`config.mk`:
```
export PLATFORM = sky130hd
export DESIGN_NAME = hybrid36_int_field_decode_core
export DESIGN_NICKNAME = d
export VERILOG_FILES = /design/src/hw/rtl/h36_pkg.sv /design/src/hw/rtl/hybrid36_int_field_decode_core.sv /design/src/hw/rtl/h36_lane.sv /design/src/hw/rtl/h36_merge.sv
export SDC_FILE = /design/constraint.sdc
export NUM_CORES = 1
export LEC_CHECK = 0
export ABC_AREA = 1
export BUFFER_PORTS_ARGS = -buffer_cell sky130_fd_sc_hd__buf_2
export CAP_MARGIN = 15
export CORE_UTILIZATION = 45
export DETAILED_ROUTE_END_ITERATION = 10
export PLACE_DENSITY = 0.72
export SYNTH_ARGS = -nofsm -noshare
export SYNTH_HDL_FRONTEND = slang
export SYNTH_SLANG_ARGS = --single-unit
```
`constraint.sdc`:
```
create_clock -name clk_i -period 14.4 [get_ports clk_i]
set_input_delay 0.72 -clock clk_i [delete_from_list [all_inputs] [get_ports clk_i]]
set_output_delay 0.72 -clock clk_i [all_outputs]
set_load 0.005 [all_outputs]
```
`src/hw/rtl/h36_pkg.sv`:
```
package h36_pkg;

  localparam int unsigned NumLanes          = 5;
  localparam int unsigned DefaultFieldWidth = 5;
  localparam int unsigned ValueWidth        = 27;
  localparam int unsigned TermWidth         = 27;
  localparam int unsigned SumWidth          = 28;

  localparam logic [7:0] ChrNul   = 8'h00;
  localparam logic [7:0] ChrLf    = 8'h0A;
  localparam logic [7:0] ChrCr    = 8'h0D;
  localparam logic [7:0] ChrTab   = 8'h09;
  localparam logic [7:0] ChrSpace = 8'h20;
  localparam logic [7:0] ChrMinus = 8'h2D;
  localparam logic [7:0] ChrZero  = 8'h30;
  localparam logic [7:0] ChrNine  = 8'h39;
  localparam logic [7:0] ChrUpA   = 8'h41;
  localparam logic [7:0] ChrUpZ   = 8'h5A;
  localparam logic [5:0] LetterBase = 6'd10;

  // Per-character classification found by one lane.
  typedef struct packed {
    logic       term;
    logic       ws;
    logic       space;
    logic       digit;
    logic       letter;
    logic       minus;
    logic [5:0] dval;
  } lane_class_t;

  // Field-level decisions carried from the merge control stage to the sum stage.
  typedef struct packed {
    logic       bad;
    logic       empty;
    logic       neg;
    logic       hyb;
    logic [2:0] width;
  } merge_ctrl_t;

  // Positional weight of a digit: base 10 or base 36.
  function automatic logic [20:0] digit_weight(input logic hyb, input logic [2:0] expo);
    logic [20:0] w;
    w = 21'd0;
    case (expo)
      3'd0: w = 21'd1;
      3'd1: w = hyb ? 21'd36      : 21'd10;
      3'd2: w = hyb ? 21'd1296    : 21'd100;
      3'd3: w = hyb ? 21'd46656   : 21'd1000;
      3'd4: w = hyb ? 21'd1679616 : 21'd10000;
      default: w = 21'd0;
    endcase
    return w;
  endfunction

  // 10^w - 10*36^(w-1): places "A0..0" right after "99..9".
  function automatic logic signed [SumWidth-1:0] hyb_offset(input logic [2:0] width);
    logic signed [SumWidth-1:0] o;
    o = '0;
    case (width)
      3'd2: o = -28'sd260;
      3'd3: o = -28'sd11960;
      3'd4: o = -28'sd456560;
      3'd5: o = -28'sd16696160;
      default: o = '0;
    endcase
    return o;
  endfunction

endpackage

```
`src/hw/rtl/hybrid36_int_field_decode_core.sv`:
```
// Channel   | Handshake        | Payload
// ----------+------------------+---------------------------------------------
// command   | start_i, busy_o  | char_0_i .. char_4_i, chars_present_i
// result    | done_o (strobe)  | value_o, bad_field_o
//
// One transaction per cycle: busy_o never rises, so start_i may be high on
// every clock. Each result passes through the registered stages lane
// classify, merge control with lane digit products, then the sum stage.
// Reset clears only the stage valid flags; payload registers hold junk until
// loaded. The receiver cannot stall; done_o is high for exactly one cycle per
// transaction, in command order.
module hybrid36_int_field_decode_core import h36_pkg::*; #(
  parameter int unsigned FieldWidth = DefaultFieldWidth
) (
  input  logic                         clk_i,
  input  logic                         rst_ni,
  input  logic                         start_i,
  output logic                         busy_o,
  input  logic [7:0]                   char_0_i,
  input  logic [7:0]                   char_1_i,
  input  logic [7:0]                   char_2_i,
  input  logic [7:0]                   char_3_i,
  input  logic [7:0]                   char_4_i,
  input  logic [2:0]                   chars_present_i,
  output logic                         done_o,
  output logic signed [ValueWidth-1:0] value_o,
  output logic                         bad_field_o
);

  logic [NumLanes-1:0][7:0]           chars;
  lane_class_t [NumLanes-1:0]         lane_class;
  logic [NumLanes-1:0][TermWidth-1:0] lane_term;
  logic [NumLanes-1:0]                term_en;
  logic [NumLanes-1:0][2:0]           expo;
  logic                               term_load, hyb;
  logic                               accept;
  logic                               v1_q;
  logic [2:0]                         count_d, count_q;

  // Pipeline takes a command every cycle.
  assign busy_o = 1'b0;
  assign accept = start_i && !busy_o;

  assign chars[0] = char_0_i;
  assign chars[1] = char_1_i;
  assign chars[2] = char_2_i;
  assign chars[3] = char_3_i;
  assign chars[4] = char_4_i;

  // Clamp the character count to the column width.
  assign count_d = (chars_present_i > 3'(FieldWidth)) ? 3'(FieldWidth) : chars_present_i;

  always_ff @(posedge clk_i or negedge rst_ni) begin
    if (!rst_ni) begin
      v1_q <= 1'b0;
    end else begin
      v1_q <= accept;
    end
  end

  always_ff @(posedge clk_i) begin
    if (accept) begin
      count_q <= count_d;
    end
  end

  // One lane per character: classify, then weight its digit.
  for (genvar g = 0; g < NumLanes; g++) begin : g_lane
    h36_lane u_lane (
      .clk_i       (clk_i),
      .load_i      (accept),
      .char_i      (chars[g]),
      .class_o     (lane_class[g]),
      .term_load_i (term_load),
      .term_en_i   (term_en[g]),
      .hyb_i       (hyb),
      .expo_i      (expo[g]),
      .term_o      (lane_term[g])
    );
  end

  // Find the field bounds and mode, then sum the lane terms.
  h36_merge u_merge (
    .clk_i       (clk_i),
    .rst_ni      (rst_ni),
    .valid_i     (v1_q),
    .count_i     (count_q),
    .class_i     (lane_class),
    .term_load_o (term_load),
    .term_en_o   (term_en),
    .hyb_o       (hyb),
    .expo_o      (expo),
    .term_i      (lane_term),
    .done_o      (done_o),
    .value_o     (value_o),
    .bad_o       (bad_field_o)
  );

endmodule

```
`src/hw/rtl/h36_lane.sv`:
```
module h36_lane import h36_pkg::*; (
  input  logic                 clk_i,
  input  logic                 load_i,
  input  logic [7:0]           char_i,
  output lane_class_t          class_o,
  input  logic                 term_load_i,
  input  logic                 term_en_i,
  input  logic                 hyb_i,
  input  logic [2:0]           expo_i,
  output logic [TermWidth-1:0] term_o
);

  lane_class_t          class_d, class_q;
  logic [TermWidth-1:0] term_d, term_q;

  always_comb begin
    class_d.term   = (char_i == ChrNul) || (char_i == ChrLf) || (char_i == ChrCr);
    class_d.space  = (char_i == ChrSpace);
    class_d.ws     = (char_i == ChrSpace) || ((char_i >= ChrTab) && (char_i <= ChrCr));
    class_d.digit  = (char_i >= ChrZero) && (char_i <= ChrNine);
    class_d.letter = (char_i >= ChrUpA) && (char_i <= ChrUpZ);
    class_d.minus  = (char_i == ChrMinus);
    if (class_d.letter) begin
      class_d.dval = 6'(char_i - ChrUpA) + LetterBase;
    end else begin
      class_d.dval = 6'(char_i - ChrZero);
    end
  end

  // Digit times its place weight; zero outside the digit span.
  always_comb begin
    if (term_en_i) begin
      term_d = TermWidth'(class_q.dval) * TermWidth'(digit_weight(hyb_i, expo_i));
    end else begin
      term_d = '0;
    end
  end

  always_ff @(posedge clk_i) begin
    if (load_i) begin
      class_q <= class_d;
    end
    if (term_load_i) begin
      term_q <= term_d;
    end
  end

  assign class_o = class_q;
  assign term_o  = term_q;

endmodule

```
`src/hw/rtl/h36_merge.sv`:
```
module h36_merge import h36_pkg::*; (
  input  logic                          clk_i,
  input  logic                          rst_ni,
  input  logic                          valid_i,
  input  logic [2:0]                    count_i,
  input  lane_class_t [NumLanes-1:0]    class_i,
  output logic                          term_load_o,
  output logic [NumLanes-1:0]           term_en_o,
  output logic                          hyb_o,
  output logic [NumLanes-1:0][2:0]      expo_o,
  input  logic [NumLanes-1:0][TermWidth-1:0] term_i,
  output logic                          done_o,
  output logic signed [ValueWidth-1:0]  value_o,
  output logic                          bad_o
);

  logic [NumLanes-1:0] live;
  logic [2:0]          fld_end, fld_start, dig_start, width;
  lane_class_t         first;
  logic                empty, hyb, neg, dec_bad, hyb_bad;
  merge_ctrl_t         ctrl_d, ctrl_q;
  logic                v2_q, done_q;
  logic signed [SumWidth-1:0]   acc, res;
  logic signed [ValueWidth-1:0] value_d, value_q;
  logic                         bad_q;

  always_comb begin
    fld_end   = 3'd0;
    fld_start = 3'd0;
    first     = class_i[0];
    dec_bad   = 1'b0;
    hyb_bad   = 1'b0;
    term_en_o = '0;
    expo_o    = '0;
    // Lane is live while inside the count and no line end was seen up to it.
    for (int i = 0; i < NumLanes; i++) begin
      if (i == 0) begin
        live[i] = (count_i > 3'(i)) && !class_i[i].term;
      end else begin
        live[i] = live[i-1] && (count_i > 3'(i)) && !class_i[i].term;
      end
    end
    // Strip trailing whitespace.
    for (int i = 0; i < NumLanes; i++) begin
      if (live[i] && !class_i[i].ws) begin
        fld_end = 3'(i + 1);
      end
    end
    // Skip leading spaces.
    fld_start = fld_end;
    for (int i = NumLanes - 1; i >= 0; i--) begin
      if ((3'(i) < fld_end) && !class_i[i].space) begin
        fld_start = 3'(i);
      end
    end
    for (int i = 0; i < NumLanes; i++) begin
      if (3'(i) == fld_start) begin
        first = class_i[i];
      end
    end
    empty     = (fld_start == fld_end);
    hyb       = !(first.digit || first.minus);
    neg       = !hyb && first.minus;
    dig_start = fld_start + 3'(neg);
    width     = fld_end - fld_start;
    if (!hyb && (dig_start == fld_end)) begin
      dec_bad = 1'b1;
    end
    for (int i = 0; i < NumLanes; i++) begin
      if ((3'(i) >= dig_start) && (3'(i) < fld_end)) begin
        term_en_o[i] = 1'b1;
        expo_o[i]    = fld_end - 3'd1 - 3'(i);
        if (!class_i[i].digit) begin
          dec_bad = 1'b1;
        end
        if (!class_i[i].digit && !class_i[i].letter) begin
          hyb_bad = 1'b1;
        end
      end
    end
    ctrl_d.empty = empty;
    ctrl_d.bad   = !empty && (hyb ? hyb_bad : dec_bad);
    ctrl_d.neg   = neg;
    ctrl_d.hyb   = hyb;
    ctrl_d.width = width;
  end

  assign term_load_o = valid_i;
  assign hyb_o       = hyb;

  // Add the lane terms, apply the hybrid offset and the sign.
  always_comb begin
    acc = '0;
    for (int i = 0; i < NumLanes; i++) begin
      acc = acc + SumWidth'(term_i[i]);
    end
    if (ctrl_q.hyb) begin
      acc = acc + hyb_offset(ctrl_q.width);
    end
    res = ctrl_q.neg ? -acc : acc;
    if (ctrl_q.bad || ctrl_q.empty) begin
      value_d = '0;
    end else begin
      value_d = res[ValueWidth-1:0];
    end
  end

  always_ff @(posedge clk_i or negedge rst_ni) begin
    if (!rst_ni) begin
      v2_q   <= 1'b0;
      done_q <= 1'b0;
    end else begin
      v2_q   <= valid_i;
      done_q <= v2_q;
    end
  end

  always_ff @(posedge clk_i) begin
    if (valid_i) begin
      ctrl_q <= ctrl_d;
    end
    if (v2_q) begin
      value_q <= value_d;
      bad_q   <= ctrl_q.bad;
    end
  end

  assign done_o  = done_q;
  assign value_o = value_q;
  assign bad_o   = bad_q;

endmodule

```
==> out/metrics.csv <==
metric;value;unit
switching share of power;49.4;%
antenna violations before repair;1;
wire length reported by the detailed router;87900;um
clock buffers created by TritonCTS;28;
global placer's final weighted congestion;0.980;
net load switching power;2.11;mW
number of diodes added for antenna fixing;0;
buffers from clock root to sink, at most;3;
count of H-tree levels built during CTS;1;
via count of the first global-routing pass;27200;
initial core utilization;45.4;%
total area of multi-input combinational cells;22300;sq um
setup slack of the most critical reg-to-reg path;4440;ps
required time of the critical path;14730;ps
crit path kind;register to register;
yosys synthesis warning count;0;
clock latency on the worst-skew pair;590;ps
number of search-and-repair iterations in the first detailed-routing pass;6;
headroom to the max-slew limit;19.7;%
ratio of cells with drive above 1 in the final layout;5.93;%
wire length of the first global-routing pass;142000;um
type of origin of the critical path;register;
clock sink count;236;
Seq/Total Area, Yosys;21.4;%
vertical die dimension;273;um
area of placed instances;34500;sq um
number of enable flip-flop cells after synthesis;233;
Port-buffer cells;74;
worst hold path endpoint;count_q[2]$_SDFFCE_PN1P_;
CTS root buf;sky130_fd_sc_hd__clkbuf_16;
worst path arrival time;10290;ps
placed instance count;5136;
Syn Area/Cell;8.01;sq um
fin cells;5189;
Sequential cell area;7080;sq um
final count of hold timing violations;0;
final core utilization;48.8;%
number of DRC violations after detailed routing;0;
fill cell instance count of the final layout;7035;
Worst Path Max Fanout;24;
ys flop type;sky130_fd_sc_hd__edfxtp_1;
run status;completed;
vias per inst;5.28;
Hold Path Stages;1;
clock tree from TritonCTS;done;
timing-limited maximum frequency;100;MHz
smallest hold slack;348;ps
standard-cell row count;99;
Post-DRT Antenna Nets;0;
Worst Reg-to-Reg Cells;46;
Synth top area share;21.1;%
cells resized by post-CTS repair;0;
post-CTS setup buffers;0;
worst vdd ir;0.124;mV
Static Leakage;18.4;nW
Period Utilization, post-route;69.2;%
power per cell area;120;nW/um^2
Finished Cell Area;35500;sq um
area leader, netlist;sky130_fd_sc_hd__edfxtp_1;
combinational fraction of design power;61.0;%
ranking of synthesized cells by area;sky130_fd_sc_hd__edfxtp_1 21%, sky130_fd_sc_hd__fa_1 21%, sky130_fd_sc_hd__ha_1 14%;
pin count of the biggest net entering global routing;89;
post-layout min period;9960;ps
library cells used by synthesis;61;
ports placed on the boundary;76;
max-cap check violation count;0;
Hold Buf Count CTS;1;
Remaining Overflow, GRT;0;
RR Startpoint;count_q[2]$_SDFFCE_PN1P_;
Core ar.;72800;sq um
most frequently used cell type in the post-synthesis netlist;sky130_fd_sc_hd__inv_1;
startpoint of the worst hold path;chars_present_i[2];
die width;273;um
global router's overall resource usage;23.9;%
Async S/R FF share, synth;1.27;%
cell occurring most often along the worst timing path;sky130_fd_sc_hd__nand2_1;
hold crit path type;input pin to register;
via count of the routed design;27400;
Synth Register Bits;236;
Initial DRC Count;2113;
growth of design area from synthesis to finish;7.33;%
Critical Path End Type;register;
maximum clock skew at final layout;19.0;ps
clock transition at the register clock pins on the worst setup and hold paths after CTS;60;ps
routed len/inst;16.9;um
endpoint of the lowest-slack register-to-register path;g_lane[0].u_lane.term_o[24]$_SDFFCE_PP0P_;
actual transition at the worst max-transition pin;1210;ps
instance count of the mapped netlist;4134;
slowest stage cell on the critical path;sky130_fd_sc_hd__fa_1;
Fin Setup TNS;0;ps
count of nets after finishing;4969;
RSZ-0062 raised after global routing;no;
synthesized area;33100;sq um
share of power burned in registers;20.9;%
clock network fraction of total power;18.1;%
Int Pwr;2.16;mW
final number of setup-violating endpoints;0;
most frequent cells after synthesis;888 x sky130_fd_sc_hd__inv_1, 610 x sky130_fd_sc_hd__nand2_1, 469 x sky130_fd_sc_hd__nor2_1;
critical path's largest stage delay;560;ps
fin. max-slew vios;0;
area of the die;74600;sq um
DP HPWL;73200;um
## worst max path at each step
stage	endpoint	from
after detailed placement	g_lane[0].u_lane.term_o[24]$_SDFFCE_PP0P_	count_q[2]$_SDFFCE_PN1P_
after global routing	g_lane[0].u_lane.term_o[24]$_SDFFCE_PP0P_	count_q[2]$_SDFFCE_PN1P_
after CTS	g_lane[0].u_lane.term_o[24]$_SDFFCE_PP0P_	count_q[2]$_SDFFCE_PN1P_
after global placement	g_lane[0].u_lane.term_o[24]$_SDFFCE_PP0P_	count_q[2]$_SDFFCE_PN1P_
final	g_lane[0].u_lane.term_o[24]$_SDFFCE_PP0P_	count_q[2]$_SDFFCE_PN1P_
after floorplan	g_lane[3].u_lane.term_o[26]$_SDFFCE_PP0P_	count_q[2]$_SDFFCE_PN1P_
## cells by family after synthesis
group / count (synthesis) / synth area share (%)
XOR/XNOR: 84 / 2.22
buffers and inverters: 988 / 11.4
adder cells (fa/ha/maj): 715 / 34.8
AND/OR/NAND/NOR: 1442 / 18.7
AO/OA/AOI/OAI: 667 / 11.4
other: 2 / 0.0227
flip-flops: 236 / 21.4
## through the flow
stage / power, mW / worst slack [ps]
after CTS: 4.25 / 4530
after global routing: 4.66 / 3580
after detailed placement: 3.46 / 4590
after global placement: 3.43 / 4830
final: 4.27 / 4440
after floorplan: 2.81 / 6580
## power groups by stage
stage / logic, mW / clock network, mW / registers [mW]
after CTS: 2.57 / 0.785 / 0.892
after floorplan: 1.92 / 0 / 0.885
after detailed placement: 2.55 / 0 / 0.906
after global placement: 2.52 / 0 / 0.904
after global routing: 2.96 / 0.805 / 0.898
final: 2.60 / 0.771 / 0.892
## flip-flops by register name, summed over array words and instances (netlist names)
| signal | flops |
|---|---|
| g_lane.u_lane.term_o | 135 |
| u_merge.value_o | 27 |
| u_merge.done_o | 1 |
| g_lane.u_lane.class_o | 60 |
| count_q | 3 |
| u_merge.v2_q | 1 |
| u_merge.bad_o | 1 |
| u_merge.ctrl_q | 7 |
| v1_q | 1 |
## worst max-delay path: cells and delay by family, from the launching register on
kind            cells  cell delay [ps]
simple gates       23             3840
fa+ha+maj           7             2640
compound gates      8             1960
buf+inv             8              870
flops               1              370
## layer usage
metal,GRT usage (%),wire (um),vias to the layer above
li1,-,-,13300
met5,0,0,-
met2,41.3,42000,826
met1,30.7,37200,13100
met3,2.52,5070,149
met4,9.09,3530,0
## layout by cell type, fill, tap and decap left out, types with 73 or more instances in the layout
cell and count:
sky130_fd_sc_hd__inv_1 888, sky130_fd_sc_hd__nor2_1 469, sky130_fd_sc_hd__edfxtp_1 233, sky130_fd_sc_hd__ha_1 371, sky130_fd_sc_hd__o21ai_0 210, sky130_fd_sc_hd__a21oi_1 304
sky130_fd_sc_hd__buf_2 73, sky130_fd_sc_hd__nor3_1 79, sky130_fd_sc_hd__nand2_1 610, sky130_fd_sc_hd__fa_1 344, sky130_fd_sc_hd__nand3_1 134
## cell type report
cell class,instances,share of cell area [%]
clock buffers,30,2.05
inverters,926,9.79
repair buffers,83,1.25
multi-input cells,2933,62.9
clock inverters,22,0.747
flip-flops and latches,236,19.9
well taps,959,3.38
Note: power is estimated with default switching activity, not from simulation.
